===== config.mk =====
export PLATFORM = sky130hd
export DESIGN_NAME = serial_sync_header_deframer
export DESIGN_NICKNAME = d
export VERILOG_FILES = /design/src/design/sshd_pkg.sv /design/src/design/serial_sync_header_deframer.sv
export SDC_FILE = /design/constraint.sdc
export NUM_CORES = 1
export LEC_CHECK = 0
export BUFFER_PORTS_ARGS = -buffer_cell sky130_fd_sc_hd__buf_2
export CAP_MARGIN = 40
export CORE_ASPECT_RATIO = 0.8
export CORE_MARGIN = 10
export CORE_UTILIZATION = 35
export DETAILED_ROUTE_END_ITERATION = 12
export HOLD_SLACK_MARGIN = 0.05
export PLACE_DENSITY_LB_ADDON = 0.05
export SYNTH_ARGS = -nofsm -noshare
export SYNTH_HDL_FRONTEND = slang
export SYNTH_SLANG_ARGS = --single-unit
export TNS_END_PERCENT = 30

===== constraint.sdc =====
create_clock -name clk -period 6.15 [get_ports clk]
set_clock_uncertainty 0.1 [all_clocks]
set_input_delay 1.23 -clock clk [delete_from_list [all_inputs] [get_ports clk]]
set_output_delay 1.23 -clock clk [all_outputs]
set_load 0.02 [all_outputs]

===== src/design/sshd_pkg.sv =====
// Shared constants and types for the serial sync header deframer.
package sshd_pkg;

  // Header geometry
  localparam int unsigned HDR_W = 50;
  localparam logic [5:0] HDR_BITS = 6'd50;
  localparam int unsigned LEN_LSB = 30;
  localparam int unsigned LEN_W = 8;

  // Payload word geometry
  localparam int unsigned WORD_W = 10;
  localparam logic [3:0] WORD_LAST_BIT = 4'd9;

  // Result kinds
  typedef enum logic {
    EVT_SYNC = 1'b0,
    EVT_WORD = 1'b1
  } event_kind_t;

endpackage


===== src/design/serial_sync_header_deframer.sv =====
// Serial sync header deframer: lock on a sync word, then split packets into payload words.
//
// Usage:
// - Input channel (in_valid / in_stall / serial_bit) carries one link bit per transfer,
//   most significant bit first.
// - Until locked, each bit shifts into a 50-bit hunt register, which is compared with
//   sync_pattern. A match sets the lock (never lost) and yields a sync result.
// - After the lock, 50-bit headers are collected; header bits 37..30 give the payload
//   length in 10-bit words. A zero length goes straight on to the next header.
// - Each completed payload word yields a result with the raw header, the word index
//   and a last flag.
// - sync_pattern is written with sync_pattern_wr high; write it only while idle.
// Timing:
// - One bit is taken every cycle while in_stall is low; the result of a bit appears on
//   the output register in the cycle after its transfer.
// - A stalled result is held in the output register; in_stall rises only while that
//   register is full and stalled, so no bit is taken that could not be reported.
// Reset (rst, synchronous): clears lock, counters and the output valid;
// the sync register returns to zero.
module serial_sync_header_deframer (
  input  logic        clk,
  input  logic        rst,
  // configuration
  input  logic        sync_pattern_wr,
  input  logic [49:0] sync_pattern,
  // bit input
  input  logic        in_valid,
  output logic        in_stall,
  input  logic        serial_bit,
  // result output
  output logic        out_valid,
  input  logic        out_stall,
  output logic        event_kind,
  output logic [49:0] packet_header,
  output logic [9:0]  payload_word,
  output logic [7:0]  word_index,
  output logic        last_word
);

  // Configuration and state
  logic [49:0] sync_reg;
  logic        locked;
  logic [49:0] header_shift;
  logic [5:0]  header_bits_left;
  logic [7:0]  payload_words;
  logic [9:0]  word_shift;
  logic [3:0]  bits_in_word;
  logic [7:0]  words_done;

  logic        locked_next;
  logic [49:0] header_shift_next;
  logic [5:0]  header_bits_left_next;
  logic [7:0]  payload_words_next;
  logic [9:0]  word_shift_next;
  logic [3:0]  bits_in_word_next;
  logic [7:0]  words_done_next;

  // Result candidate
  logic                 emit;
  sshd_pkg::event_kind_t emit_kind;
  logic [49:0]          emit_header;
  logic [9:0]           emit_word;
  logic [7:0]           emit_index;
  logic                 emit_last;

  logic        take;
  logic [49:0] hdr_shifted;
  logic [9:0]  word_shifted;
  logic [7:0]  done_inc;
  logic [7:0]  hdr_len;

  // Take a bit whenever the output register is free or draining
  assign in_stall = out_valid && out_stall;
  assign take     = in_valid && !in_stall;

  assign hdr_shifted  = {header_shift[48:0], serial_bit};
  assign word_shifted = {word_shift[8:0], serial_bit};
  assign done_inc     = words_done + 8'd1;
  assign hdr_len      = hdr_shifted[sshd_pkg::LEN_LSB +: sshd_pkg::LEN_W];

  // Advance the framing state for one bit
  always_comb begin
    locked_next           = locked;
    header_shift_next     = header_shift;
    header_bits_left_next = header_bits_left;
    payload_words_next    = payload_words;
    word_shift_next       = word_shift;
    bits_in_word_next     = bits_in_word;
    words_done_next       = words_done;
    emit        = 1'b0;
    emit_kind   = sshd_pkg::EVT_SYNC;
    emit_header = hdr_shifted;
    emit_word   = '0;
    emit_index  = '0;
    emit_last   = 1'b0;
    if (!locked) begin
      header_shift_next = hdr_shifted;
      if (hdr_shifted == sync_reg) begin
        locked_next           = 1'b1;
        header_bits_left_next = sshd_pkg::HDR_BITS;
        emit                  = 1'b1;
      end
    end else if (header_bits_left != 6'd0) begin
      header_shift_next     = hdr_shifted;
      header_bits_left_next = header_bits_left - 6'd1;
      if (header_bits_left == 6'd1) begin
        payload_words_next = hdr_len;
        if (hdr_len == 8'd0) begin
          header_bits_left_next = sshd_pkg::HDR_BITS;
        end else begin
          word_shift_next   = '0;
          bits_in_word_next = '0;
          words_done_next   = '0;
        end
      end
    end else begin
      word_shift_next   = word_shifted;
      bits_in_word_next = bits_in_word + 4'd1;
      if (bits_in_word >= sshd_pkg::WORD_LAST_BIT) begin
        emit              = 1'b1;
        emit_kind         = sshd_pkg::EVT_WORD;
        emit_header       = header_shift;
        emit_word         = word_shifted;
        emit_index        = words_done;
        emit_last         = (done_inc == payload_words);
        words_done_next   = done_inc;
        bits_in_word_next = '0;
        word_shift_next   = '0;
        if (done_inc == payload_words) begin
          header_bits_left_next = sshd_pkg::HDR_BITS;
        end
      end
    end
  end

  // Hold the sync word register
  always_ff @(posedge clk) begin
    if (rst) begin
      sync_reg <= '0;
    end else if (sync_pattern_wr) begin
      sync_reg <= sync_pattern;
    end
  end

  // Update framing state on each transfer
  always_ff @(posedge clk) begin
    if (rst) begin
      locked           <= 1'b0;
      header_shift     <= '0;
      header_bits_left <= '0;
      payload_words    <= '0;
      word_shift       <= '0;
      bits_in_word     <= '0;
      words_done       <= '0;
    end else if (take) begin
      locked           <= locked_next;
      header_shift     <= header_shift_next;
      header_bits_left <= header_bits_left_next;
      payload_words    <= payload_words_next;
      word_shift       <= word_shift_next;
      bits_in_word     <= bits_in_word_next;
      words_done       <= words_done_next;
    end
  end

  // Output register valid: load on a result, drop once transferred
  always_ff @(posedge clk) begin
    if (rst) begin
      out_valid <= 1'b0;
    end else if (!in_stall) begin
      out_valid <= take && emit;
    end
  end

  // Output register payload
  always_ff @(posedge clk) begin
    if (take && emit) begin
      event_kind    <= emit_kind;
      packet_header <= emit_header;
      payload_word  <= emit_word;
      word_index    <= emit_index;
      last_word     <= emit_last;
    end
  end

`ifndef SYNTHESIS
  // Lock is never lost
  a_lock_sticky: assert property (@(posedge clk) disable iff (rst)
    locked |=> locked)
    else $error("lock dropped");

  // A sync result is only produced while the lock is being acquired
  a_sync_sets_lock: assert property (@(posedge clk) disable iff (rst)
    (take && emit && emit_kind == sshd_pkg::EVT_SYNC) |-> !locked ##1 locked)
    else $error("sync result without lock transition");

  // Bit count within a word stays below the word width
  a_word_bits_range: assert property (@(posedge clk) disable iff (rst)
    bits_in_word <= sshd_pkg::WORD_LAST_BIT)
    else $error("word bit counter out of range");

  // Header bit count never exceeds one header
  a_header_bits_range: assert property (@(posedge clk) disable iff (rst)
    header_bits_left <= sshd_pkg::HDR_BITS)
    else $error("header bit counter out of range");

  // Payload words are only collected after lock
  a_words_after_lock: assert property (@(posedge clk) disable iff (rst)
    (take && emit && emit_kind == sshd_pkg::EVT_WORD) |-> locked)
    else $error("payload word before lock");
`endif

endmodule


==> results of run 1 <==
[worst max path at each step]
stage                                     startpoint                           to  cells after the start
floorplan                                   in_valid     event_kind$_SDFFCE_PN0P_                      5
global placement                           out_stall  packet_header[38]$_DFFE_PP_                      7
detailed placement                         out_stall  packet_header[38]$_DFFE_PP_                      7
CTS                 header_bits_left[1]$_SDFFE_PP0P_  packet_header[37]$_DFFE_PP_                      7
global route        header_bits_left[1]$_SDFFE_PP0P_  packet_header[36]$_DFFE_PP_                      7
finish              header_bits_left[0]$_SDFFE_PP0P_  packet_header[37]$_DFFE_PP_                      7
[per-layer routing]
| metal | GRT usage [%] | part of all wire (%) |
|---|---|---|
| met3 | 3.12 | 4.8 |
| met2 | 21.8 | 44 |
| met1 | 20.6 | 49 |
| met4 | 3.18 | 1.6 |
| met5 | 0 | 0 |
[placed cells by master (no fill, tap or decap), types with 18 or more instances in the layout]
master	synthesis	layout
dfxtp_1	137	137
buf_2	5	126
nand2_1	112	112
nor2_1	82	81
edfxtp_1	70	70
mux2i_1	67	67
a21oi_1	61	61
xnor2_1	59	59
mux2_2	50	50
clkbuf_16	0	23
and2_1	18	18
[kinds of logic (layout without fill, tap and decap cells)]
kind of cell / count (synthesis) / in the layout / synth area share [%]
muxes: 117 / 117 / 13.8
xor gates and xnor gates: 62 / 62 / 6.08
buffers and inverters: 58 / 190 / 3.46
AOI/OAI and AO/OA: 98 / 98 / 7.16
adders and majority gates: 7 / 7 / 0.981
and+or+nand+nor: 277 / 277 / 14.2
DFF: 207 / 207 / 54.3
[metrics by stage]
| step | hold WS [ns] | instance area (µm²) | setup slack (ns) | total power [W] |
|---|---|---|---|---|
| 3_3_place_gp | 0.342 | 9780 | 2.70 | 0.00160 |
| 2_1_floorplan | 0.333 | 8930 | 1.48 | 0.00155 |
| 4_1_cts | 0.355 | 10500 | 2.75 | 0.00292 |
| 3_5_place_dp | 0.347 | 9800 | 2.51 | 0.00160 |
| 5_1_grt | 0.395 | 10500 | 2.53 | 0.00298 |
| 6_report | 0.354 | 10500 | 2.79 | 0.00288 |
[worst register-to-register path, delay by kind of cell, from the launching register on]
kind	cells	cell delay, ns
and+or+nand+nor	3	1.44
buffers and inverters	2	0.66
muxes	1	0.43
DFF	1	0.34
adders and majority gates	1	0.14
[layout make-up]
cell class / instances / area, µm² / share of cell area [%]
inverter: 13 / 48.8 / 0.464
tap: 324 / 405 / 3.86
clock inverter: 8 / 70.1 / 0.666
multi-input combinational: 561 / 3780 / 36.0
sequential: 207 / 4840 / 46.1
clock buffer: 33 / 643 / 6.12
timing repair buffer: 136 / 718 / 6.83
[where the power goes]
part | internal, W | switching [W]
Clock | 0.000769 | 0.000538
Sequential | 0.00143 | 0.0000153
Combinational | 0.0000531 | 0.0000768
==> run metrics, run 1 <==
WL per Instance=18.8 µm; Synth Register Bits=207; Register-to-Register Path Depth=7; fin nets=1,005; first-pass GRT wire length=between 30 and 40 mm; IO Port Bufs=127; share of cells above drive strength 1=25.5%; top-area cell type share of the netlist area=around 31%; Initial DRC Count=407; clock buffer depth=3; number of diodes=0; ranking of synthesized cells by area=dfxtp_1 (31%), edfxtp_1 (24%), mux2i_1 (7.5%); hold buffer count at CTS=0; kind of cell adding the most delay to the critical path=simple AND/OR/NAND/NOR gates; crit share post-route=approximately 55%; Root Driver=clkbuf_16; worst-margin pin slew=between 0.8 and 0.9 ns; initial core utilization=35.5%; fin. max-slew vios=0; Residual DRC=0; Detailed Place HPWL=about 17 mm; synth unique cells=between 60 and 70; endpoint class of the critical path=flip-flop; most common cell in the synthesized netlist=dfxtp_1; DIE HEIGHT=about 160 µm; Min-Delay Startpoint=header_shift[49]$_SDFFE_PP0P_; crit path time final=between 3 and 4 ns; total CTS buffers=23; CP required=6.30 ns; total gr overflow=0; Slowest Stage Delay on Critical Path=0.71 ns; Core Region=25,200 µm²; outcome=finished, final reports clean; antenna violations before repair=0; fraction of registers with async set or reset after synthesis=0%; # rows=52; clock sink count=between 200 and 250; largest net degree at the start of global routing=62; maximum fanout along the worst path=34; Slew headroom=between 40 and 50%; post-synth top area cell=dfxtp_1; clock latency on the worst-skew pair=0.51 ns; fmax=298 MHz; Cell Area, Synth=about 9000 µm²; remaining antenna violation count=0; DR pass1 iterations=4; # resized after CTS=0; leak pwr=roughly 4.1 nW; hold path endpoint=header_shift[49]$_SDFFE_PP0P_; synth warn=0; total track usage=14.4%; setup bufs post-CTS=0; I/O Pins=between 100 and 150; pwr/cell area=274 nW/µm²; Critical Path AT=3.51 ns; Post-Synthesis Cells=roughly 830; Setup crit start kind=flip-flop; critical path class=reg2reg; total number of vias=6,363; final setup fails=0; Post-Layout Cell Count=roughly 1,300; CTS clk-pin slew, worst paths=about 0.060 ns; fillers=approximately 2,500; Worst R2R End=packet_header[37]$_DFFE_PP_; most frequent cells after synthesis=dfxtp_1 (137), nand2_1 (112), nor2_1 (82); WP buf/inv=2; Top FF cell, synth=dfxtp_1; final wirelength=24.1 mm; vias in the first global route=6,332; highest-delay cell along the critical path=nor2_4; number of synthesized flops with an enable pin=70; Max Cap Viol=0; worst reg2reg startpoint=header_bits_left[0]$_SDFFE_PP0P_; Hold Path Class=reg2reg; final hold violations=0; Seq/Total Area, Yosys=54.3%; Post-Syn Nets=889; Area Overhead vs Synth=17.8%; via/cell ratio=~5; Hold Path Stages=2; RePlAce Congestion=0.795; TNS Setup=0 ns; H-tree levels=1; worst path cell trace=inv_1 > ha_1 > nor3b_2 > nand3_2 > nor2_4 > buf_4 > mux2_2; Max rail drop VDD=171 µV; Core Util, Final=between 40% and 50%; die area=32,300 µm²; average size of a mapped cell=roughly 11 µm²; placed instance count=1,241; Die X=199 µm; CTS tree=yes; FF-to-FF setup slack=approximately 2.8 ns; RSZ-0062 raised after global routing=no
No activity file was read; power rests on OpenSTA's default activity.
==> run 2, diff against run 1 <==
--- a/config.mk
+++ b/config.mk
@@ -5,6 +5,7 @@
 export SDC_FILE = /design/constraint.sdc
 export NUM_CORES = 1
 export LEC_CHECK = 0
+export ABC_AREA = 1
 export BUFFER_PORTS_ARGS = -buffer_cell sky130_fd_sc_hd__buf_2
 export CAP_MARGIN = 40
 export CORE_ASPECT_RATIO = 0.8
==> constraint.sdc (replaced) <==
create_clock -name clk -period 3.25 [get_ports clk]
set_clock_uncertainty 0.1 [all_clocks]
set_input_delay 0.65 -clock clk [delete_from_list [all_inputs] [get_ports clk]]
set_output_delay 0.65 -clock clk [all_outputs]
set_load 0.02 [all_outputs]
==> run metrics, run 2 <==
Comb pwr share=6.7% (+2.2 points); Min-Delay Startpoint=sync_pattern[23]; maximum fanout along the worst path=43 (+26%); Root Driver=clkbuf_16; total track usage=14.5% (+0.11 points); Max rail drop VDD=328 µV (+92%); Detailed Place HPWL=16.3 mm (-5.4%); most frequent cells after synthesis=nor2_1 (181), dfxtp_1 (137), nand2_1 (133); Residual DRC=0 (unchanged); share of cells above drive strength 1=16.8% (-8.7 points); fmax=389 MHz (+31%); worst reg2reg startpoint=header_shift[3]$_SDFFE_PP0P_; pwr/cell area=560 nW/µm² (+100%); multi-input logic area=3260 µm² (-14%); total number of vias=6,786 (+6.6%); final wirelength=23.5 mm (-2.5%); outcome=finished, final reports clean; Synth Area in Simple Gates=16.8% (+2.5 points); clock latency on the worst-skew pair=0.51 ns (about the same); FF-to-FF setup slack=0.68 ns (-2.11 ns); hold buffer count at CTS=0 (unchanged); total gr overflow=0 (unchanged); Post-Synthesis Cells=1,014 (+23%); Core Region=24,400 µm² (-2.9%); Slew headroom=59.0% (+14 points); TNS Setup=0 ns (unchanged); most common cell in the synthesized netlist=nor2_1; fillers=2,496 (+0.89%); largest family of logic cells by synthesized area=simple AND/OR/NAND/NOR gates; CP required=3.34 ns (-2.96 ns); Worst R2R End=packet_header[7]$_DFFE_PP_; I/O Pins=128 (unchanged); sequential power share=48.4% (-1.7 points); number of synthesized flops with an enable pin=70 (unchanged); Net Sw Power=0.00137 W (+120%); Synth Area in Compound Gates=14.3% (+7.1 points); placed cell area=9680 µm² (-1.2%); final setup fails=0 (unchanged); initial core utilization=35.8% (+0.32 points); Initial DRC Count=535 (+31%); IO Port Bufs=127 (unchanged); hold path endpoint=sync_reg[23]$_SDFFE_PP0P_; dpl ws=0.252 ns (-2.26 ns); Final WS setup=0.681 ns (-2.11 ns); CTS tree=yes; die area=31,700 µm² (-1.8%); synth warn=0 (unchanged); top-area cell type share of the netlist area=31.4% (+0.65 points); Synth Register Bits=207 (unchanged); synth unique cells=30 (-52%); Critical Path AT=2.66 ns (-0.85 ns); Register-to-Register Path Depth=10 (+3); endpoint class of the critical path=flip-flop; Top FF cell, synth=dfxtp_1; RSZ-0062 raised after global routing=no; crit share post-route=79.1% (+24 points); ranking of synthesized cells by area=dfxtp_1 (31%), edfxtp_1 (24%), nor2_1 (7.8%); mux share of post-synthesis cell area=0% (-14 points); Pint=0.00447 W (+99%); Setup crit start kind=flip-flop; Area Overhead vs Synth=19.5%; Die X=197 µm (-0.93%); DIE HEIGHT=161 µm (-0.91%); fin nets=1,192 (+19%); switching share of power=23.5% (+1.6 points); largest net degree at the start of global routing=107 (+73%); remaining antenna violation count=0 (unchanged); commonest cells after routing, fill and taps aside=nor2_1 (181), dfxtp_1 (137), nand2_1 (133); adder-cell share of the synthesized area=1.00% (+0.021 points); Core Util, Final=42.7% (+0.98 points); Post-Syn Nets=1,077 (+21%); DR pass1 iterations=5 (+1); Hold Path Stages=3 (+1); CTS clk-pin slew, worst paths=0.06 ns (about the same); via/cell ratio=4.64 (-6.6%); Seq/Total Area, Yosys=55.4% (+1.1 points); post-synth top area cell=dfxtp_1; power share of the clock group=44.9% (-0.5 points); fin. max-slew vios=0 (unchanged); first-pass GRT wire length=37.6 mm (+2.2%); antenna violations before repair=0 (unchanged); clock buffer depth=3 (unchanged); crit path time final=2.57 ns (-0.788 ns); most common cell after layout, fill and taps aside=nor2_1; total CTS buffers=23 (unchanged); # resized after CTS=0 (unchanged); Max Cap Viol=0 (unchanged); fraction of registers with async set or reset after synthesis=0% (unchanged); # rows=51 (-1.9%); Overall Power=0.00585 W (+100%); critical path class=reg2reg; final instance area=10,400 µm² (-0.67%); worst-margin pin slew=0.613 ns (-0.217 ns); leak pwr=4.18 nW (+2.3%); number of diodes=0 (unchanged); Hold Path Class=in2reg; setup bufs post-CTS=0 (unchanged); Synth Area in XOR/XNOR=5.21% (-0.87 points); H-tree levels=1 (unchanged); final hold violations=0 (unchanged); RePlAce Congestion=0.778 (-2.1%); clock sink count=207 (unchanged); Cell Area, Synth=8740 µm² (-2.1%); average size of a mapped cell=8.62 µm² (-20%); WL per Instance=16.0 µm (-15%); vias in the first global route=6,662 (+5.2%); storage element area=4840 µm² (unchanged)
run 2: power groups by stage:
stage	Clock (W)	Combinational, W	Sequential (W)
3_5_place_dp	0	0.000395	0.00289
5_1_grt	0.00281	0.000452	0.00284
6_report	0.00262	0.000393	0.00283
2_1_floorplan	0	0.000253	0.00287
3_3_place_gp	0	0.000396	0.00289
4_1_cts	0.00270	0.000399	0.00283
run 2: metal layers:
metal | vias up | track usage, % | wire length [µm]
met4 | 0 | 2.72 | 314
met3 | 27 | 3.37 | 1280
met1 | 3061 | 22.2 | 12600
met2 | 147 | 20.3 | 9300
li1 | 3551 | - | -
met5 | - | 0 | 0
run 2: kinds of logic (layout without fill, tap and decap cells):
| kind of cell | Yosys count | count (layout) |
|---|---|---|
| flip-flops | 207 | 207 |
| buffers and inverters | 149 | 281 |
| XOR/XNOR | 52 | 52 |
| AND/OR/NAND/NOR | 360 | 360 |
| AO/OA/AOI/OAI | 239 | 239 |
| adder cells (fa/ha/maj) | 7 | 7 |
run 2: stage by stage:
step | hold WS, ns | instances
finish | 0.260 | 1464
global route | 0.267 | 1464
CTS | 0.245 | 1464
detailed placement | 0.368 | 1422
global placement | 0.364 | 1422
floorplan | 0.341 | 1014
run 2: final cells by class:
cell class / instances / share of cell area (%)
Inverter: 101 / 3.67
Timing Repair Buffer: 138 / 7.59
Clock inverter: 11 / 1.02
Sequential cell: 207 / 46.4
Tap cell: 318 / 3.81
Clock buffer: 31 / 6.28
Multi-Input combinational cell: 658 / 31.3
run 2: critical path: stages, from the launching register on:
cell        delay, ns
dfxtp_1          0.37
xnor2_1          0.14
nand2_1          0.08
nor3_1           0.36
nand2_1          0.11
nor2_1           0.12
nand2_1          0.13
nand2_2          0.19
o21ai_0          0.21
clkinvlp_4       0.17
buf_12           0.23
run 2: worst max path at each step:
stage,to,slack [ns],start,cells past startpoint
after CTS,packet_header[7]$_DFFE_PP_,0.66,header_shift[2]$_SDFFE_PP0P_,10
after global routing,packet_header[7]$_DFFE_PP_,0.45,header_shift[3]$_SDFFE_PP0P_,10
after floorplan,event_kind$_SDFFCE_PN0P_,0.19,out_stall,11
final,packet_header[7]$_DFFE_PP_,0.68,header_shift[3]$_SDFFE_PP0P_,10
after global placement,packet_header[43]$_DFFE_PP_,0.32,out_stall,13
after detailed placement,packet_header[4]$_DFFE_PP_,0.25,out_stall,13
==> run 3, diff against run 2 <==
--- a/config.mk
+++ b/config.mk
@@ -5,7 +5,7 @@
 export SDC_FILE = /design/constraint.sdc
 export NUM_CORES = 1
 export LEC_CHECK = 0
-export ABC_AREA = 1
+export ABC_AREA = 0
 export BUFFER_PORTS_ARGS = -buffer_cell sky130_fd_sc_hd__buf_2
 export CAP_MARGIN = 40
 export CORE_ASPECT_RATIO = 0.8
==> constraint.sdc (replaced) <==
create_clock -name clk -period 2.3 [get_ports clk]
set_clock_uncertainty 0.1 [all_clocks]
set_input_delay 0.46 -clock clk [delete_from_list [all_inputs] [get_ports clk]]
set_output_delay 0.46 -clock clk [all_outputs]
set_load 0.02 [all_outputs]
==> run metrics, run 3 (synthesized netlist as in run 1, its figures left out) <==
FF-to-FF setup slack=-0.02 ns (-0.70 ns); failing checks=setup timing; CTS tree=yes; Max Cap Viol=0 (unchanged); Core Region=25,200 µm² (+3.0%); Slew headroom=61.4% (+2.4 points); final wirelength=24.9 mm (+6.0%); I/O Pins=128 (unchanged); Die X=199 µm (+0.94%); total number of vias=6,592 (-2.9%); leak pwr=4.59 nW (+9.9%); RSZ-0062 raised after global routing=yes; clock latency on the worst-skew pair=0.51 ns (about the same); CP required=2.41 ns (-0.93 ns); hold buffer count at CTS=0 (unchanged); via/cell ratio=4.81 (+3.8%); DIE HEIGHT=163 µm (+0.91%); most common cell after layout, fill and taps aside=dfxtp_1; placed cell area=10,500 µm² (+8.9%); share of cells above drive strength 1=34.0% (+17 points); critical path class=reg2reg; total CTS buffers=23 (unchanged); total gr overflow=0 (unchanged); fmax=431 MHz (+11%); clock sink count=207 (unchanged); Max rail drop VDD=433 µV (+32%); endpoint class of the critical path=flip-flop; final instance area=11,500 µm² (+10%); Root Driver=clkbuf_16; DR pass1 iterations=4 (-1); worst-margin pin slew=0.580 ns (-0.0339 ns); die area=32,300 µm² (+1.9%); first-pass GRT wire length=38.7 mm (+3.1%); # rows=52 (+2.0%); Critical Path AT=2.43 ns (-0.23 ns); largest net degree at the start of global routing=113 (+5.6%); IO Port Bufs=127 (unchanged); Setup crit start kind=flip-flop; fin. max-slew vios=0 (unchanged); crit path time final=2.32 ns (-0.249 ns); Initial DRC Count=433 (-19%); Area Overhead vs Synth=29.2%; Detailed Place HPWL=17.6 mm (+7.7%); remaining antenna violation count=0 (unchanged); Register-to-Register Path Depth=8 (-2); Overall Power=0.00776 W (+33%); fin nets=1,093 (-8.3%); Hold Path Class=in2reg; pwr/cell area=673 nW/µm² (+20%); final setup fails=33 (+33); worst reg2reg startpoint=sync_reg[27]$_SDFFE_PP0P_; antenna violations before repair=0 (unchanged); H-tree levels=1 (unchanged); clock buffer depth=3 (unchanged); number of diodes=0 (unchanged); final hold violations=0 (unchanged); CTS clk-pin slew, worst paths=0.06 ns (about the same); WL per Instance=18.2 µm (+13%); Critical Path Source=sync_reg[27]$_SDFFE_PP0P_; Residual DRC=0 (unchanged); crit share post-route=101% (+22 points); outcome=finished, violations left; total track usage=15.0% (+0.51 points); Worst R2R End=packet_header[29]$_DFFE_PP_; crit path to=packet_header[29]$_DFFE_PP_; Final WS setup=-0.0201 ns (-0.701 ns); commonest cells after routing, fill and taps aside=dfxtp_1 (127), buf_2 (126), nand2_1 (111); initial core utilization=35.5% (-0.32 points); RePlAce Congestion=0.815 (+4.7%); vias in the first global route=6,572 (-1.4%); maximum fanout along the worst path=18 (-58%)
-- run 3: cell type report --
class                      instances  area, µm²
tap                              324        405
inverter                          13       48.8
sequential                       207       4860
clock inverter                     4       42.5
timing repair buffer             224       1570
multi-input combinational        561       3940
clock buffer                      37        668
fill                            2361      13600
-- run 3: layer usage --
metal  vias to the layer above  wire (µm)  track usage [%]
met5                         -          0                0
met4                         0        366             3.18
met3                        30       1370             3.16
met2                       147      10600             22.2
met1                      3129      12600             22.0
li1                       3286          -                -
-- run 3: power by group --
group	total [W]	internal (W)	switching (W)	leakage [nW]
Sequential	0.00385	0.00381	0.0000428	1.83
Combinational	0.000393	0.000176	0.000217	2.42
Clock	0.00352	0.00208	0.00143	0.345
-- run 3: how the worst min path moves through the flow --
stage	from	endpoint	slack, ns	cells after the start
final	sync_pattern[27]	sync_reg[27]$_SDFFE_PP0P_	0.1	3
after global placement	header_shift[49]$_SDFFE_PP0P_	header_shift[49]$_SDFFE_PP0P_	0.34	2
after floorplan	header_shift[49]$_SDFFE_PP0P_	header_shift[49]$_SDFFE_PP0P_	0.33	2
after CTS	sync_pattern[27]	sync_reg[27]$_SDFFE_PP0P_	0.07	3
after detailed placement	header_shift[49]$_SDFFE_PP0P_	header_shift[49]$_SDFFE_PP0P_	0.37	2
after global routing	sync_pattern[0]	sync_reg[0]$_SDFFE_PP0P_	0.1	3
-- run 3: critical path: stages, from the launching register on --
cell and delay [ns]:
dfxtp_1 0.33, xnor2_1 0.26, buf_4 0.18, nand4_1 0.09, nor4_2 0.23, nand4_1 0.19
a22oi_2 0.24, buf_4 0.21, buf_12 0.17
-- run 3: timing repair --
action	CTS	global route
pin swaps	5	10
hold endpoints to repair	0	0
cloned	1	1
gates resized for setup	23	18
setup buffers	3	2
setup endpoints to repair	73	143
-- run 3: through the flow --
step | worst slack (ns) | instances | setup TNS (ns) | hold slack, ns | utilization, %
after floorplan | -1.44 | 826 | -101.95 | 0.333 | -
after global placement | -0.179 | 1324 | -11.45 | 0.344 | 41.9
after detailed placement | -0.199 | 1324 | -13.15 | 0.366 | 41.9
after CTS | -0.0753 | 1368 | -3.62 | 0.0742 | 45.4
after global routing | -0.0769 | 1370 | -3.16 | 0.0979 | 45.8
final | -0.0201 | 1370 | -0.359 | 0.0981 | 45.8
